<file path="src/rtl/core/pressure_sensor_read_sequencer_defines.svh">
// assertion macros shared by the sequencer rtl
// used by files that carry concurrent checks; no other dependencies
`ifndef PRESSURE_SENSOR_READ_SEQUENCER_DEFINES_SVH
`define PRESSURE_SENSOR_READ_SEQUENCER_DEFINES_SVH

// same-cycle implication, checks off while in reset
`define PSRS_ASSERT_NOW(label, clk, rst_n, ante, cons) \
    label: assert property (@(posedge clk) disable iff (!rst_n) (ante) |-> (cons)) \
        else $error("sequencer check failed");

// next-cycle implication, checks off while in reset
`define PSRS_ASSERT_NEXT(label, clk, rst_n, ante, cons) \
    label: assert property (@(posedge clk) disable iff (!rst_n) (ante) |=> (cons)) \
        else $error("sequencer check failed");

`endif

</file>
<file path="src/rtl/core/psrs_pkg.sv">
// shared types, codes and constants of the pressure sensor read sequencer
// no dependencies
`timescale 1ns / 1ps
`default_nettype none

package psrs_pkg;

    // default sizes
    localparam int STORE_BYTES_DEF = 22;
    localparam int TICK_WIDTH_DEF  = 32;
    localparam int QUEUE_DEPTH_DEF = 2;
    localparam int CFG_WIDTH       = 32;

    // input operation codes
    localparam logic [1:0] OP_TICK      = 2'd0;
    localparam logic [1:0] OP_COMMAND   = 2'd1;
    localparam logic [1:0] OP_HOST_READ = 2'd2;
    localparam logic [1:0] OP_RX_BYTE   = 2'd3;

    // host command code that selects the calibration sequence
    localparam logic [7:0] CMD_CALIBRATE = 8'd1;

    // host read selects
    localparam logic [1:0] SEL_NONE     = 2'd0;
    localparam logic [1:0] SEL_READINGS = 2'd1;
    localparam logic [1:0] SEL_TABLE_LO = 2'd2;
    localparam logic [1:0] SEL_TABLE_HI = 2'd3;

    // configuration register indexes
    localparam logic [1:0] REG_DEADLINE   = 2'd0;
    localparam logic [1:0] REG_TEMP_WAIT  = 2'd1;
    localparam logic [1:0] REG_PRESS_WAIT = 2'd2;

    // configuration reset values
    localparam logic [CFG_WIDTH-1:0] DEADLINE_RST   = 32'd1000;
    localparam logic [CFG_WIDTH-1:0] TEMP_WAIT_RST  = 32'd5;
    localparam logic [CFG_WIDTH-1:0] PRESS_WAIT_RST = 32'd30;

    // result kinds
    localparam logic [1:0] RES_COMMAND = 2'd0;
    localparam logic [1:0] RES_DATA    = 2'd1;
    localparam logic [1:0] RES_ERROR   = 2'd2;

    // error codes
    localparam logic [1:0] ERR_BUSY     = 2'd0;
    localparam logic [1:0] ERR_DEADLINE = 2'd1;
    localparam logic [1:0] ERR_BAD_ID   = 2'd2;

    // bus constants
    localparam logic [7:0] ADDR_RD      = 8'hef;
    localparam logic [7:0] ADDR_WR      = 8'hee;
    localparam logic [7:0] REG_ID       = 8'hd0;
    localparam logic [7:0] REG_TABLE    = 8'haa;
    localparam logic [7:0] REG_CTRL     = 8'hf4;
    localparam logic [7:0] REG_RESULT   = 8'hf6;
    localparam logic [7:0] CTRL_TEMP    = 8'h2e;
    localparam logic [7:0] CTRL_PRESS   = 8'hf4;
    localparam logic [7:0] DEVICE_ID    = 8'h55;
    localparam logic [4:0] LEN_TABLE    = 5'd22;

    // sequencer phases
    typedef enum logic [3:0] {
        PH_IDLE,
        PH_ASK_ID,
        PH_RCV_ID,
        PH_ASK_TABLE,
        PH_ASK_TEMP,
        PH_ASK_TEMP2,
        PH_WAIT_TEMP,
        PH_ASK_PRESS,
        PH_ASK_PRESS2,
        PH_WAIT_DATA
    } phase_t;

    // classified item kinds
    typedef enum logic [1:0] {
        JOB_TICK,
        JOB_COMMAND,
        JOB_HOST_READ,
        JOB_RX_BYTE
    } job_kind_t;

    // classified item as queued between front and back
    typedef struct packed {
        job_kind_t  kind;
        logic       master_busy;
        logic       calibrate;
        logic [1:0] sel;
        logic [7:0] rx_byte;
    } job_t;

    // one result item
    typedef struct packed {
        logic [1:0] kind;
        logic [7:0] bus_address;
        logic [4:0] transfer_length;
        logic [7:0] send_first;
        logic [7:0] send_second;
        logic [7:0] read_data;
        logic       last_of_run;
        logic [1:0] error_code;
    } result_t;

endpackage

`default_nettype wire

</file>
<file path="src/rtl/core/pressure_sensor_read_sequencer.sv">
// top level of the pressure sensor read sequencer
// instantiates psrs_front, psrs_queue and psrs_back; uses psrs_pkg
`timescale 1ns / 1ps
`default_nettype none

// Usage
//   Items enter on start while busy is low: a tick (with the I2C master's busy
//   flag), a host command, a host register read or a byte received from the bus.
//   Results leave on result_strobe, one per cycle, each valid for that cycle
//   only; the receiver cannot stall, so nothing is held back for it.
//   Configuration registers are written on cfg_valid (cfg_ready is always high);
//   write only while the block is idle; the block itself does not enforce this.
// Queueing and flow
//   An item is classified on entry and queued in a short job queue; the back end
//   takes one job per cycle while no host read run is active, and its result is
//   registered. A host register read emits its run of 5, 16 or 6 bytes on
//   consecutive cycles; the back end takes no job during the run, so the queue
//   can fill and busy rise. Otherwise one item per cycle is taken.
// Reset
//   rst_n clears the phase to idle, the counters, the id byte and the queue,
//   and loads the registers with their defaults; the sample store is not
//   cleared and is read only after a sequence has filled it.
module pressure_sensor_read_sequencer
#(
    parameter int STORE_BYTES = psrs_pkg::STORE_BYTES_DEF,
    parameter int TICK_WIDTH  = psrs_pkg::TICK_WIDTH_DEF,
    parameter int QUEUE_DEPTH = psrs_pkg::QUEUE_DEPTH_DEF
)
(
    input  wire logic                           clk,
    input  wire logic                           rst_n,
    input  wire logic                           start,
    output logic                                busy,
    input  wire logic [1:0]                     operation,
    input  wire logic                           master_busy,
    input  wire logic [7:0]                     command_code,
    input  wire logic [1:0]                     register_select,
    input  wire logic [7:0]                     received_byte,
    input  wire logic                           cfg_valid,
    output logic                                cfg_ready,
    input  wire logic [1:0]                     cfg_index,
    input  wire logic [psrs_pkg::CFG_WIDTH-1:0] cfg_data,
    output logic                                result_strobe,
    output logic [1:0]                          result_kind,
    output logic [7:0]                          bus_address,
    output logic [4:0]                          transfer_length,
    output logic [7:0]                          send_first,
    output logic [7:0]                          send_second,
    output logic [7:0]                          read_data,
    output logic                                last_of_run,
    output logic [1:0]                          error_code
);

    logic              queue_full;
    logic              queue_empty;
    logic              push;
    logic              pop;
    psrs_pkg::job_t    in_job;
    psrs_pkg::job_t    head_job;
    psrs_pkg::result_t res;

    assign cfg_ready = 1'b1;

    // classify incoming items
    psrs_front u_front
    (
        .start           (start),
        .busy            (busy),
        .operation       (operation),
        .master_busy     (master_busy),
        .command_code    (command_code),
        .register_select (register_select),
        .received_byte   (received_byte),
        .queue_full      (queue_full),
        .push            (push),
        .job             (in_job)
    );

    // job queue
    psrs_queue #(
        .DEPTH (QUEUE_DEPTH)
    ) u_queue (
        .clk      (clk),
        .rst_n    (rst_n),
        .push     (push),
        .push_job (in_job),
        .full     (queue_full),
        .pop      (pop),
        .head_job (head_job),
        .empty    (queue_empty)
    );

    // sequencer and result stage
    psrs_back #(
        .STORE_BYTES (STORE_BYTES),
        .TICK_WIDTH  (TICK_WIDTH)
    ) u_back (
        .clk         (clk),
        .rst_n       (rst_n),
        .cfg_valid   (cfg_valid),
        .cfg_index   (cfg_index),
        .cfg_data    (cfg_data),
        .queue_empty (queue_empty),
        .job         (head_job),
        .pop         (pop),
        .res_strobe  (result_strobe),
        .res         (res)
    );

    // result fields
    assign result_kind     = res.kind;
    assign bus_address     = res.bus_address;
    assign transfer_length = res.transfer_length;
    assign send_first      = res.send_first;
    assign send_second     = res.send_second;
    assign read_data       = res.read_data;
    assign last_of_run     = res.last_of_run;
    assign error_code      = res.error_code;

endmodule

`default_nettype wire

</file>
<file path="src/rtl/core/psrs_front.sv">
// front end: takes items from the host side and classifies them into jobs
// depends on psrs_pkg
`timescale 1ns / 1ps
`default_nettype none

module psrs_front
(
    input  wire logic             start,
    output logic                  busy,
    input  wire logic [1:0]       operation,
    input  wire logic             master_busy,
    input  wire logic [7:0]       command_code,
    input  wire logic [1:0]       register_select,
    input  wire logic [7:0]       received_byte,
    input  wire logic             queue_full,
    output logic                  push,
    output psrs_pkg::job_t        job
);

    // accept whenever the queue has room
    assign busy = queue_full;
    assign push = start && !queue_full;

    // classify the item
    always_comb
    begin
        job.master_busy = master_busy;
        job.calibrate   = (command_code == psrs_pkg::CMD_CALIBRATE);
        job.sel         = register_select;
        job.rx_byte     = received_byte;
        unique case (operation)
            psrs_pkg::OP_TICK:      job.kind = psrs_pkg::JOB_TICK;
            psrs_pkg::OP_COMMAND:   job.kind = psrs_pkg::JOB_COMMAND;
            psrs_pkg::OP_HOST_READ: job.kind = psrs_pkg::JOB_HOST_READ;
            default:                job.kind = psrs_pkg::JOB_RX_BYTE;
        endcase
    end

endmodule

`default_nettype wire

</file>
<file path="src/rtl/core/psrs_queue.sv">
// short job queue between front and back
// depends on psrs_pkg and the assertion macro header
`timescale 1ns / 1ps
`default_nettype none

`include "pressure_sensor_read_sequencer_defines.svh"

module psrs_queue
#(
    parameter int DEPTH = psrs_pkg::QUEUE_DEPTH_DEF
)
(
    input  wire logic           clk,
    input  wire logic           rst_n,
    input  wire logic           push,
    input  wire psrs_pkg::job_t push_job,
    output logic                full,
    input  wire logic           pop,
    output psrs_pkg::job_t      head_job,
    output logic                empty
);

    localparam int IdxW = $clog2(DEPTH);
    localparam int CntW = $clog2(DEPTH + 1);

    psrs_pkg::job_t slot_reg [DEPTH];
    logic [IdxW-1:0] wr_ptr_reg, wr_ptr_next;
    logic [IdxW-1:0] rd_ptr_reg, rd_ptr_next;
    logic [CntW-1:0] count_reg, count_next;

    assign full     = (count_reg == CntW'(DEPTH));
    assign empty    = (count_reg == '0);
    assign head_job = slot_reg[rd_ptr_reg];

    // pointer and count update
    always_comb
    begin
        wr_ptr_next = wr_ptr_reg;
        rd_ptr_next = rd_ptr_reg;
        if (push)
        begin
            wr_ptr_next = (wr_ptr_reg == IdxW'(DEPTH - 1)) ? '0 : wr_ptr_reg + 1'b1;
        end
        if (pop)
        begin
            rd_ptr_next = (rd_ptr_reg == IdxW'(DEPTH - 1)) ? '0 : rd_ptr_reg + 1'b1;
        end
        count_next = count_reg + CntW'(push) - CntW'(pop);
    end

    always_ff @(posedge clk or negedge rst_n)
    begin
        if (!rst_n)
        begin
            wr_ptr_reg <= '0;
            rd_ptr_reg <= '0;
            count_reg  <= '0;
        end
        else
        begin
            wr_ptr_reg <= wr_ptr_next;
            rd_ptr_reg <= rd_ptr_next;
            count_reg  <= count_next;
        end
    end

    // storage slots
    always_ff @(posedge clk)
    begin
        if (push)
        begin
            slot_reg[wr_ptr_reg] <= push_job;
        end
    end

    // occupancy stays in range, a push never meets a full queue
    // and a pop never meets an empty one
    `PSRS_ASSERT_NOW(a_count_range, clk, rst_n, 1'b1, count_reg <= CntW'(DEPTH))
    `PSRS_ASSERT_NOW(a_no_push_full, clk, rst_n, push, !full)
    `PSRS_ASSERT_NOW(a_no_pop_empty, clk, rst_n, pop, !empty)

endmodule

`default_nettype wire

</file>
<file path="src/rtl/core/psrs_back.sv">
// back end: sequencer state machine, sample store, config registers, results
// depends on psrs_pkg and the assertion macro header
`timescale 1ns / 1ps
`default_nettype none

`include "pressure_sensor_read_sequencer_defines.svh"

module psrs_back
#(
    parameter int STORE_BYTES = psrs_pkg::STORE_BYTES_DEF,
    parameter int TICK_WIDTH  = psrs_pkg::TICK_WIDTH_DEF
)
(
    input  wire logic                           clk,
    input  wire logic                           rst_n,
    input  wire logic                           cfg_valid,
    input  wire logic [1:0]                     cfg_index,
    input  wire logic [psrs_pkg::CFG_WIDTH-1:0] cfg_data,
    input  wire logic                           queue_empty,
    input  wire psrs_pkg::job_t                 job,
    output logic                                pop,
    output logic                                res_strobe,
    output psrs_pkg::result_t                   res
);

    localparam int IdxW = $clog2(STORE_BYTES);
    localparam int PtrW = $clog2(STORE_BYTES + 1);
    localparam int CmpW = (TICK_WIDTH > psrs_pkg::CFG_WIDTH) ? TICK_WIDTH
                                                             : psrs_pkg::CFG_WIDTH;

    // config registers
    logic [psrs_pkg::CFG_WIDTH-1:0] deadline_reg;
    logic [psrs_pkg::CFG_WIDTH-1:0] temp_wait_reg;
    logic [psrs_pkg::CFG_WIDTH-1:0] press_wait_reg;

    // sequencer state
    psrs_pkg::phase_t phase_reg, phase_next;
    logic [TICK_WIDTH-1:0] elapsed_reg, elapsed_next;
    logic [PtrW-1:0]       ptr_reg, ptr_next;
    logic [7:0]            id_reg, id_next;
    logic [7:0]            store_reg [STORE_BYTES];
    logic                  store_we;

    // host read run
    logic            rd_active_reg, rd_active_next;
    logic [IdxW-1:0] rd_idx_reg, rd_idx_next;
    logic [IdxW-1:0] rd_last_reg, rd_last_next;

    // result stage
    logic              strobe_reg, strobe_next;
    psrs_pkg::result_t res_reg, res_next;

    // shared conditions
    logic [TICK_WIDTH-1:0] elapsed_inc;
    logic [CmpW-1:0]       elapsed_ext;
    logic                  is_idle;
    logic                  missed;
    logic                  temp_done;
    logic                  press_done;
    logic                  run_tick;
    logic                  store_room;

    assign pop        = !queue_empty && !rd_active_reg;
    assign res_strobe = strobe_reg;
    assign res        = res_reg;

    // saturating elapsed count and its compares
    assign elapsed_inc = (elapsed_reg == '1) ? elapsed_reg : elapsed_reg + 1'b1;
    assign elapsed_ext = CmpW'(elapsed_inc);
    assign is_idle     = (phase_reg == psrs_pkg::PH_IDLE);
    assign missed      = elapsed_ext > CmpW'(deadline_reg);
    assign temp_done   = elapsed_ext > CmpW'(temp_wait_reg);
    assign press_done  = elapsed_ext > CmpW'(press_wait_reg);
    assign run_tick    = pop && (job.kind == psrs_pkg::JOB_TICK) && !is_idle;
    assign store_room  = ptr_reg < PtrW'(STORE_BYTES);

    // next state
    always_comb
    begin
        phase_next     = phase_reg;
        elapsed_next   = elapsed_reg;
        ptr_next       = ptr_reg;
        id_next        = id_reg;
        store_we       = 1'b0;
        rd_active_next = rd_active_reg;
        rd_idx_next    = rd_idx_reg;
        rd_last_next   = rd_last_reg;

        if (rd_active_reg)
        begin
            rd_idx_next = rd_idx_reg + 1'b1;
            if (rd_idx_reg == rd_last_reg)
            begin
                rd_active_next = 1'b0;
            end
        end
        else if (pop)
        begin
            unique case (job.kind)
                psrs_pkg::JOB_TICK:
                begin
                    if (!is_idle)
                    begin
                        elapsed_next = elapsed_inc;
                        if (missed)
                        begin
                            phase_next = psrs_pkg::PH_IDLE;
                        end
                        else if (!job.master_busy)
                        begin
                            unique case (phase_reg)
                                psrs_pkg::PH_ASK_ID:
                                    phase_next = psrs_pkg::PH_RCV_ID;
                                psrs_pkg::PH_RCV_ID:
                                    phase_next = (id_reg == psrs_pkg::DEVICE_ID)
                                                 ? psrs_pkg::PH_ASK_TABLE
                                                 : psrs_pkg::PH_IDLE;
                                psrs_pkg::PH_ASK_TABLE:
                                begin
                                    ptr_next   = '0;
                                    phase_next = psrs_pkg::PH_WAIT_DATA;
                                end
                                psrs_pkg::PH_ASK_TEMP:
                                begin
                                    if (temp_done)
                                    begin
                                        phase_next = psrs_pkg::PH_ASK_TEMP2;
                                    end
                                end
                                psrs_pkg::PH_ASK_TEMP2:
                                begin
                                    ptr_next   = '0;
                                    phase_next = psrs_pkg::PH_WAIT_TEMP;
                                end
                                psrs_pkg::PH_WAIT_TEMP:
                                begin
                                    elapsed_next = '0;
                                    phase_next   = psrs_pkg::PH_ASK_PRESS;
                                end
                                psrs_pkg::PH_ASK_PRESS:
                                begin
                                    if (press_done)
                                    begin
                                        phase_next = psrs_pkg::PH_ASK_PRESS2;
                                    end
                                end
                                psrs_pkg::PH_ASK_PRESS2:
                                begin
                                    ptr_next   = PtrW'(2);
                                    phase_next = psrs_pkg::PH_WAIT_DATA;
                                end
                                default:
                                    phase_next = psrs_pkg::PH_IDLE;
                            endcase
                        end
                    end
                end
                psrs_pkg::JOB_COMMAND:
                begin
                    if (is_idle)
                    begin
                        elapsed_next = '0;
                        phase_next   = job.calibrate ? psrs_pkg::PH_ASK_ID
                                                     : psrs_pkg::PH_ASK_TEMP;
                    end
                end
                psrs_pkg::JOB_HOST_READ:
                begin
                    if (is_idle)
                    begin
                        case (job.sel)
                            psrs_pkg::SEL_READINGS:
                            begin
                                rd_active_next = 1'b1;
                                rd_idx_next    = '0;
                                rd_last_next   = IdxW'(4);
                            end
                            psrs_pkg::SEL_TABLE_LO:
                            begin
                                rd_active_next = 1'b1;
                                rd_idx_next    = '0;
                                rd_last_next   = IdxW'(15);
                            end
                            psrs_pkg::SEL_TABLE_HI:
                            begin
                                rd_active_next = 1'b1;
                                rd_idx_next    = IdxW'(16);
                                rd_last_next   = IdxW'(STORE_BYTES - 1);
                            end
                            default:
                                rd_active_next = 1'b0;
                        endcase
                    end
                end
                default:
                begin
                    // received byte
                    if (phase_reg == psrs_pkg::PH_RCV_ID)
                    begin
                        id_next = job.rx_byte;
                    end
                    else if ((phase_reg == psrs_pkg::PH_WAIT_TEMP ||
                              phase_reg == psrs_pkg::PH_WAIT_DATA) && store_room)
                    begin
                        store_we = 1'b1;
                        ptr_next = ptr_reg + 1'b1;
                    end
                end
            endcase
        end
    end

    // result outputs
    always_comb
    begin
        strobe_next = 1'b0;
        res_next    = '0;

        if (rd_active_reg)
        begin
            strobe_next          = 1'b1;
            res_next.kind        = psrs_pkg::RES_DATA;
            res_next.read_data   = store_reg[rd_idx_reg];
            res_next.last_of_run = (rd_idx_reg == rd_last_reg);
        end
        else if (pop)
        begin
            case (job.kind)
                psrs_pkg::JOB_TICK:
                begin
                    if (run_tick && missed)
                    begin
                        strobe_next         = 1'b1;
                        res_next.kind       = psrs_pkg::RES_ERROR;
                        res_next.error_code = psrs_pkg::ERR_DEADLINE;
                    end
                    else if (run_tick && !job.master_busy)
                    begin
                        unique case (phase_reg)
                            psrs_pkg::PH_ASK_ID:
                            begin
                                strobe_next              = 1'b1;
                                res_next.bus_address     = psrs_pkg::ADDR_RD;
                                res_next.transfer_length = 5'd1;
                            end
                            psrs_pkg::PH_RCV_ID:
                            begin
                                strobe_next = 1'b1;
                                if (id_reg != psrs_pkg::DEVICE_ID)
                                begin
                                    res_next.kind       = psrs_pkg::RES_ERROR;
                                    res_next.error_code = psrs_pkg::ERR_BAD_ID;
                                end
                                else
                                begin
                                    res_next.bus_address     = psrs_pkg::ADDR_WR;
                                    res_next.transfer_length = 5'd1;
                                    res_next.send_first      = psrs_pkg::REG_TABLE;
                                end
                            end
                            psrs_pkg::PH_ASK_TABLE:
                            begin
                                strobe_next              = 1'b1;
                                res_next.bus_address     = psrs_pkg::ADDR_RD;
                                res_next.transfer_length = psrs_pkg::LEN_TABLE;
                            end
                            psrs_pkg::PH_ASK_TEMP:
                            begin
                                strobe_next              = temp_done;
                                res_next.bus_address     = psrs_pkg::ADDR_WR;
                                res_next.transfer_length = 5'd1;
                                res_next.send_first      = psrs_pkg::REG_RESULT;
                            end
                            psrs_pkg::PH_ASK_TEMP2:
                            begin
                                strobe_next              = 1'b1;
                                res_next.bus_address     = psrs_pkg::ADDR_RD;
                                res_next.transfer_length = 5'd2;
                            end
                            psrs_pkg::PH_WAIT_TEMP:
                            begin
                                strobe_next              = 1'b1;
                                res_next.bus_address     = psrs_pkg::ADDR_WR;
                                res_next.transfer_length = 5'd2;
                                res_next.send_first      = psrs_pkg::REG_CTRL;
                                res_next.send_second     = psrs_pkg::CTRL_PRESS;
                            end
                            psrs_pkg::PH_ASK_PRESS:
                            begin
                                strobe_next              = press_done;
                                res_next.bus_address     = psrs_pkg::ADDR_WR;
                                res_next.transfer_length = 5'd1;
                                res_next.send_first      = psrs_pkg::REG_RESULT;
                            end
                            psrs_pkg::PH_ASK_PRESS2:
                            begin
                                strobe_next              = 1'b1;
                                res_next.bus_address     = psrs_pkg::ADDR_RD;
                                res_next.transfer_length = 5'd3;
                            end
                            default:
                                strobe_next = 1'b0;
                        endcase
                    end
                end
                psrs_pkg::JOB_COMMAND:
                begin
                    strobe_next = 1'b1;
                    if (!is_idle)
                    begin
                        res_next.kind       = psrs_pkg::RES_ERROR;
                        res_next.error_code = psrs_pkg::ERR_BUSY;
                    end
                    else if (job.calibrate)
                    begin
                        res_next.bus_address     = psrs_pkg::ADDR_WR;
                        res_next.transfer_length = 5'd1;
                        res_next.send_first      = psrs_pkg::REG_ID;
                    end
                    else
                    begin
                        res_next.bus_address     = psrs_pkg::ADDR_WR;
                        res_next.transfer_length = 5'd2;
                        res_next.send_first      = psrs_pkg::REG_CTRL;
                        res_next.send_second     = psrs_pkg::CTRL_TEMP;
                    end
                end
                psrs_pkg::JOB_HOST_READ:
                begin
                    if (!is_idle)
                    begin
                        strobe_next         = 1'b1;
                        res_next.kind       = psrs_pkg::RES_ERROR;
                        res_next.error_code = psrs_pkg::ERR_BUSY;
                    end
                end
                default:
                    strobe_next = 1'b0;
            endcase
        end
    end

    // control state
    always_ff @(posedge clk or negedge rst_n)
    begin
        if (!rst_n)
        begin
            deadline_reg   <= psrs_pkg::DEADLINE_RST;
            temp_wait_reg  <= psrs_pkg::TEMP_WAIT_RST;
            press_wait_reg <= psrs_pkg::PRESS_WAIT_RST;
            phase_reg      <= psrs_pkg::PH_IDLE;
            elapsed_reg    <= '0;
            ptr_reg        <= '0;
            id_reg         <= '0;
            rd_active_reg  <= 1'b0;
            rd_idx_reg     <= '0;
            rd_last_reg    <= '0;
            strobe_reg     <= 1'b0;
        end
        else
        begin
            if (cfg_valid)
            begin
                case (cfg_index)
                    psrs_pkg::REG_DEADLINE:   deadline_reg   <= cfg_data;
                    psrs_pkg::REG_TEMP_WAIT:  temp_wait_reg  <= cfg_data;
                    psrs_pkg::REG_PRESS_WAIT: press_wait_reg <= cfg_data;
                    default:                  deadline_reg   <= deadline_reg;
                endcase
            end
            phase_reg     <= phase_next;
            elapsed_reg   <= elapsed_next;
            ptr_reg       <= ptr_next;
            id_reg        <= id_next;
            rd_active_reg <= rd_active_next;
            rd_idx_reg    <= rd_idx_next;
            rd_last_reg   <= rd_last_next;
            strobe_reg    <= strobe_next;
        end
    end

    // sample store and result payload
    always_ff @(posedge clk)
    begin
        if (store_we)
        begin
            store_reg[ptr_reg[IdxW-1:0]] <= job.rx_byte;
        end
        res_reg <= res_next;
    end

    // a host read run only happens while idle and gives one data item per cycle
    `PSRS_ASSERT_NOW(a_run_while_idle, clk, rst_n, rd_active_reg,
                     phase_reg == psrs_pkg::PH_IDLE)
    `PSRS_ASSERT_NEXT(a_run_emits, clk, rst_n, rd_active_reg,
                      strobe_reg && res_reg.kind == psrs_pkg::RES_DATA)
    `PSRS_ASSERT_NOW(a_ptr_range, clk, rst_n, 1'b1, ptr_reg <= PtrW'(STORE_BYTES))

endmodule

`default_nettype wire

</file>
<file path="config.mk">
export PLATFORM = sky130hd
export DESIGN_NAME = pressure_sensor_read_sequencer
export DESIGN_NICKNAME = d
export VERILOG_FILES = /design/src/rtl/core/psrs_pkg.sv /design/src/rtl/core/pressure_sensor_read_sequencer.sv /design/src/rtl/core/psrs_front.sv /design/src/rtl/core/psrs_queue.sv /design/src/rtl/core/psrs_back.sv
export VERILOG_INCLUDE_DIRS = /design/src /design/src/rtl/core
export SDC_FILE = /design/constraint.sdc
export NUM_CORES = 1
export LEC_CHECK = 0
export ABC_AREA = 1
export CAP_MARGIN = 20
export CORE_MARGIN = 5
export CORE_UTILIZATION = 35
export DETAILED_ROUTE_END_ITERATION = 8
export DONT_BUFFER_PORTS = 1
export GPL_ROUTABILITY_DRIVEN = 0
export PLACE_DENSITY = 0.52
export SLEW_MARGIN = 20
export SYNTH_ARGS = -nofsm -noshare
export SYNTH_HDL_FRONTEND = slang
export SYNTH_SLANG_ARGS = --single-unit
export TNS_END_PERCENT = 100
</file>
<file path="constraint.sdc">
create_clock -name clk -period 4.2 [get_ports clk]
set_input_delay 0.42 -clock clk [delete_from_list [all_inputs] [get_ports clk]]
set_output_delay 0.42 -clock clk [all_outputs]
set_load 0.03 [all_outputs]
</file>
======== After elaboration in Yosys (flattened, before gate mapping) ========
Memory sizes are Yosys's and may differ from the RTL's. A register that Yosys moved wholly into a read port is not among the register bits.
Index checks and enable logic that the tools add are counted.
W data, S select, Z words.
word-level totals
  bits in registers ....................... 195
  memory bits (writable) .................. 204
  memories ................................ 2
  input port bits ......................... 59
  word-level logic and storage cells ...... 194
memories
  memory            depth  width  read ports  clocked after Yosys merged registers in  wr ports  line              source
  u_back.store_reg  22     8      1           1                                        1         psrs_back.sv:41   logic [7:0] store_reg [STORE_BYTES];
  u_queue.slot_reg  2      14     1           0                                        1         psrs_queue.sv:26  psrs_pkg::job_t slot_reg [DEPTH];
operators by class
  add/subtract/negate cells ............... 7
  reductions and logical operators ........ 46
  bitwise gates (word level) .............. 6
  eq/ne operators ......................... 33
  $lt $le $gt $ge ......................... 4
  muxes and demuxes ....................... 73
operator list
  operator                 count
  $mux W32                 6
  $gt A32 B32 Y1           3
  $pmux W13 S7             1
  $pmux W32 S2             1
  $mux W29                 2
  $pmux W29 S2             1
  $mux W5                  9
  $add A32 B1 Y32 const B  1
  $eq A32 B32 Y1 const B   1
  $mux W31                 1
  $mux W30                 1
  $pmux W5 S2              3
  $pmux W4 S7              1
  $mux W1                  24
  $mux W4                  6
  $pmux W8 S3              1
  $mux W21                 1
  $eq A4 B3 Y1 const B     4
  $pmux W5 S3              1
  $eq A2 B2 Y1 const B     6
  $reduce_or A2 Y1         6
  $add A5 B1 Y5 const B    2
  $mux W10                 1
  $mux W2                  5
  39 further kinds         81

======== Logic depth before layout (Yosys ltp) ========
  depth in word-level cells ............... 11
  depth in mapped cells ................... 29
  mapped depth without buffers ............ 28

======== Modules after synthesis ========
A second synthesis with hierarchy kept.
second synthesis, totals
  cell total of the unflattened synthesis .. 2,069
  area total of the unflattened synthesis .. 19,361.1 sq um
modules (own cells, without submodules)
  module                          area each (sq um)  cells an instance  times used
  psrs_back                       17,952.2           1,945              1
  psrs_queue                      1,262.5            98                 1
  psrs_front                      135.1              24                 1
  pressure_sensor_read_sequencer  11.3               2                  1

======== Least setup slack after synthesis ========
Ideal clock, no wire load.
  kind .................................... reg2reg
  start point ............................. register u_back.elapsed_reg[0]
  end point ............................... register u_back.elapsed_reg[0]
  arrival ................................. 2.938 ns
  cell stages (with the launch flop) ...... 23
  path slack .............................. 1.130 ns
  cells stage by stage .................... dfrtp_1 -> ha_1 -> nand3_2 -> nor4_2 -> inv_1 -> nor2_1 -> nand2_1 -> buf_2 -> o21ai_0 -> ha_1 -> a21oi_1 -> nor2_1 -> nor3_1 -> nand2_1 -> nand2_1 -> nand2_1 -> nand2_1 -> nand2_1 -> nand2_2 -> nand3_1 -> buf_2 -> nand2_1 -> o22ai_1
between the ends
  word-level cells in the longest chain between the ends .. 7
ends and longest elaborated chain
  what                                                                    line              source
  from (decl)                                                             psrs_back.sv:38   logic [TICK_WIDTH-1:0] elapsed_reg, elapsed_next;
  from (signal assigned)                                                  psrs_back.sv:372  elapsed_reg <= elapsed_next;
  $add A32 B1 Y32 / $eq A32 B32 Y1 (equally long branches)                psrs_back.sv:68   assign elapsed_inc = (elapsed_reg == '1) ? elapsed_reg : elapsed_reg + 1'b1;
  $mux W32 *                                                              psrs_back.sv:68
  parallel branches: the longest is 2 deep, another holds $gt A32 B32 Y1  --
  $mux W32 *                                                              psrs_back.sv:105  if (missed)
  $mux W32 *                                                              psrs_back.sv:102  if (!is_idle)
  $pmux W32 S2 *                                                          psrs_back.sv:99   unique case (job.kind)
Every way passes the cells marked *. The select of a mux whose other input is x is not followed.
A chain may end at the register's enable or synchronous reset.

======== Final worst setup path ========
Same ends and word-level chain as after synthesis.

==> flow_summary.ini <==
[drt]
post_drt_via_cell_ratio = 5.046
avgRoutedWirePerCell_um = 17.74
antenna_left = 0
dr.pass1.iters = 5
drc = 0
wl_um = 48970
vias = 13930
drt-initial-drc-count = 803

[clocking]
cts_htree_levels = 2
clock-sinks = 391
cts_tree = done
insertion_delay_ns = 0.58
clk_pin_slew_worst_paths_ns = 0.06
numCtsBuffers = 45
cts_root_buf = clkbuf_16
cts_buffer_depth = 3

[final_layout]
nets = 2196
stdcell_area_um2 = 21480
largest_reg_flops = 176
nFillCells = 5295
drive_above_1_share = 0.07558
syn_to_final_growth_pct = 12.55

[global_routing]
grt_max_degree = 161
grt_pass1_vias = 13900
grt_overflow_total = 0
grt_pass1_wl_um = 77640
grtUsageTotal = 0.1617
antenna_found_initial = 1

[yosys]
synth_area_leaders = edfxtp_1, dfrtp_1, ha_1, nand2_1, o21ai_0
ys_warn_count = 0
synth.most_common_cell = nand2_1
synth_top_flop_cell = edfxtp_1
syn_area_um2 = 19080
yosysSeqAreaShare = 0.5600
avgSynthCellArea_um2 = 9.447
synthArstFlopShare = 0.4092
yosysTopAreaCellShare = 0.3210
synth_top_cell_by_area = edfxtp_1
synth_edf_count = 204
synth_seq_cells = 391
synth_common_cells = nand2_1, o21ai_0, inv_1
synthCells = 2020
synth_cell_types = 49

[sta]
setup_violations = 0
worst_pin_slew_ns = 0.9585
fin_setup_tns_ns = 0
fin_skew_ns = 0.02911
max_freq_mhz = 252.7
slew_viol_final = 0
fin_crit_ns = 3.958
max_slew_margin = 0.3595
final-hold-violation-count = 0
hold_ws_ns = 0.02431
period_share = 0.9423
rsz0062_at_grt = no

[pwr]
p_per_area_nw_per_um2 = 591.2
leakage_nw = 9.174
ir_worst_vdd_v = 0.0003105

[die]
start_util = 0.3539
ioPinCount = 104
core_area_um2 = 53920
die_area_um2 = 59290
die_h_um = 243.5
die_w_um = 243.5
row_count = 85

[place]
dpl_cell_area_um2 = 19800
hpwl_um = 33290
numPortBuffers = 0

[flow_run]
maxCapViolations = 0

[setup_path]
path_common_cell = nand2_1
worstPathRequired_ns = 4.63
critical_path_class = reg -> reg
reg2regPathDepth = 20
start_kind = register
end_kind = register
worst_ep_arrival_time_ns = 4.39
slowest_delay_ns = 0.43
critPathMaxFanout = 30
crit_chain = ha_2, nand3_2, nor4_2, inv_1, nor2_1, nand2_1, buf_4, nand2_1, ha_1, a21oi_1, o21ai_0, nand2_1, o211ai_1, a21oi_1, nand2_1, nand2_2, nand3_1, buf_12, nand2_1, o22ai_1
slowest_stage = dfrtp_1

[hold_path]
hold_depth = 2
min_path_type = in -> reg

[run_status]
status = completed
-- cells in the final DEF (no fill, tap or decap), types with 4 or more instances in the layout --
cell,count
clkinv_1,11
o22ai_1,27
nand4_1,14
nor2_1,204
o221ai_1,20
clkbuf_1,9
nor3_1,25
o21ai_0,254
clkbuf_16,45
inv_1,248
or2_2,4
nor4_1,8
nor3_2,5
nand3_2,4
inv_2,8
xor2_1,28
a21oi_1,57
o21ai_1,9
dfrtp_1,147
o21ai_2,4
dfxtp_1,26
dfstp_2,12
a31oi_1,8
conb_1,5
clkinv_2,9
ha_1,107
o211ai_1,14
nand2_1,356
nand3_1,89
dlygate4sd3_1,17
nand2_2,7
buf_4,30
edfxtp_1,204
xnor2_1,4
nor2_4,6
-- worst max-delay path, delay by kind of cell (launching register included) --
kind,cells,cell delay (ns)
AOI/OAI and AO/OA,5,0.67
buffers and inverters,3,0.57
and+or+nand+nor,10,1.57
adders and majority gates,2,0.56
DFF,1,0.43
-- report_power, final --
group          total (mW)  leakage, nW  switching [mW]  internal (mW)
logic                3.69         4.39            2.65           1.04
clock network        3.80        0.692            1.61           2.19
registers            5.21         4.09           0.446           4.76
total                12.7         9.17            4.71           7.99
-- path summary, 6_finish.rpt --
path / from / endpoint / slack (ns)
min reg2reg: u_back.temp_wait_reg[24] / u_back.temp_wait_reg[24] / 0.49
min in group asynchronous: rst_n / u_back.temp_wait_reg[21] / 0.52
max: u_back.elapsed_reg[0] / u_back.elapsed_reg[0] / 0.24
max in group asynchronous: rst_n / u_back.rd_idx_reg[0] / 2.95
max reg2reg: u_back.elapsed_reg[0] / u_back.elapsed_reg[0] / 0.24
min: cfg_data[6] / u_back.deadline_reg[6] / 0.02
-- metrics by stage --
stage	util	setup WS (ns)	cells	power, mW
2_1_floorplan	-	1.130	2023	7.701
3_3_place_gp	0.3673	0.3542	2659	8.845
3_5_place_dp	0.3673	0.2279	2659	8.910
4_1_cts	0.3973	0.2059	2759	12.80
5_1_grt	0.3983	0.004122	2761	13.48
6_report	0.3983	0.2423	2761	12.70
-- kinds of logic (layout without fill, tap and decap cells) --
family	count (synthesis)	in the layout	share of synthesized area
DFF	391	391	0.5600
other	2	6	0.0003936
buffers and inverters	350	391	0.07422
muxes	2	2	0.001049
adders and majority gates	108	108	0.07082
AOI/OAI and AO/OA	400	400	0.1144
xor gates and xnor gates	33	33	0.01554
and+or+nand+nor	734	734	0.1636
-- metal layers --
layer	up-vias	wire (µm)	part of all wire	track usage
met3	75	2139	0.044	0.02510
met1	6764	22210	0.45	0.2205
met4	0	1426	0.029	0.04846
met2	319	23190	0.47	0.2680
li1	6773	-	-	-
met5	-	0	0	0
-- layout make-up --
cell class                      count  area, µm²  share of cell area
Sequential cell                   391      10690              0.4976
Multi-Input combinational cell   1282       7033              0.3275
Clock buffer                       55       1174             0.05465
Inverter                          257      964.7             0.04492
Timing Repair Buffer               52      498.0             0.02319
Tap cell                          696      870.8             0.04055
Clock inverter                     27      246.5             0.01148
Antenna cell                        1      2.502           0.0001165
-- what timing repair did --
| item | in CTS | in global routing |
|---|---|---|
| setup buffers | 0 | 0 |
| hold endpoints to repair | 191 | 0 |
| resized for setup | 0 | 12 |
| hold buffers | 18 | 0 |
| setup endpoints to repair | 0 | 38 |
No activity file was read; power rests on OpenSTA's default activity.
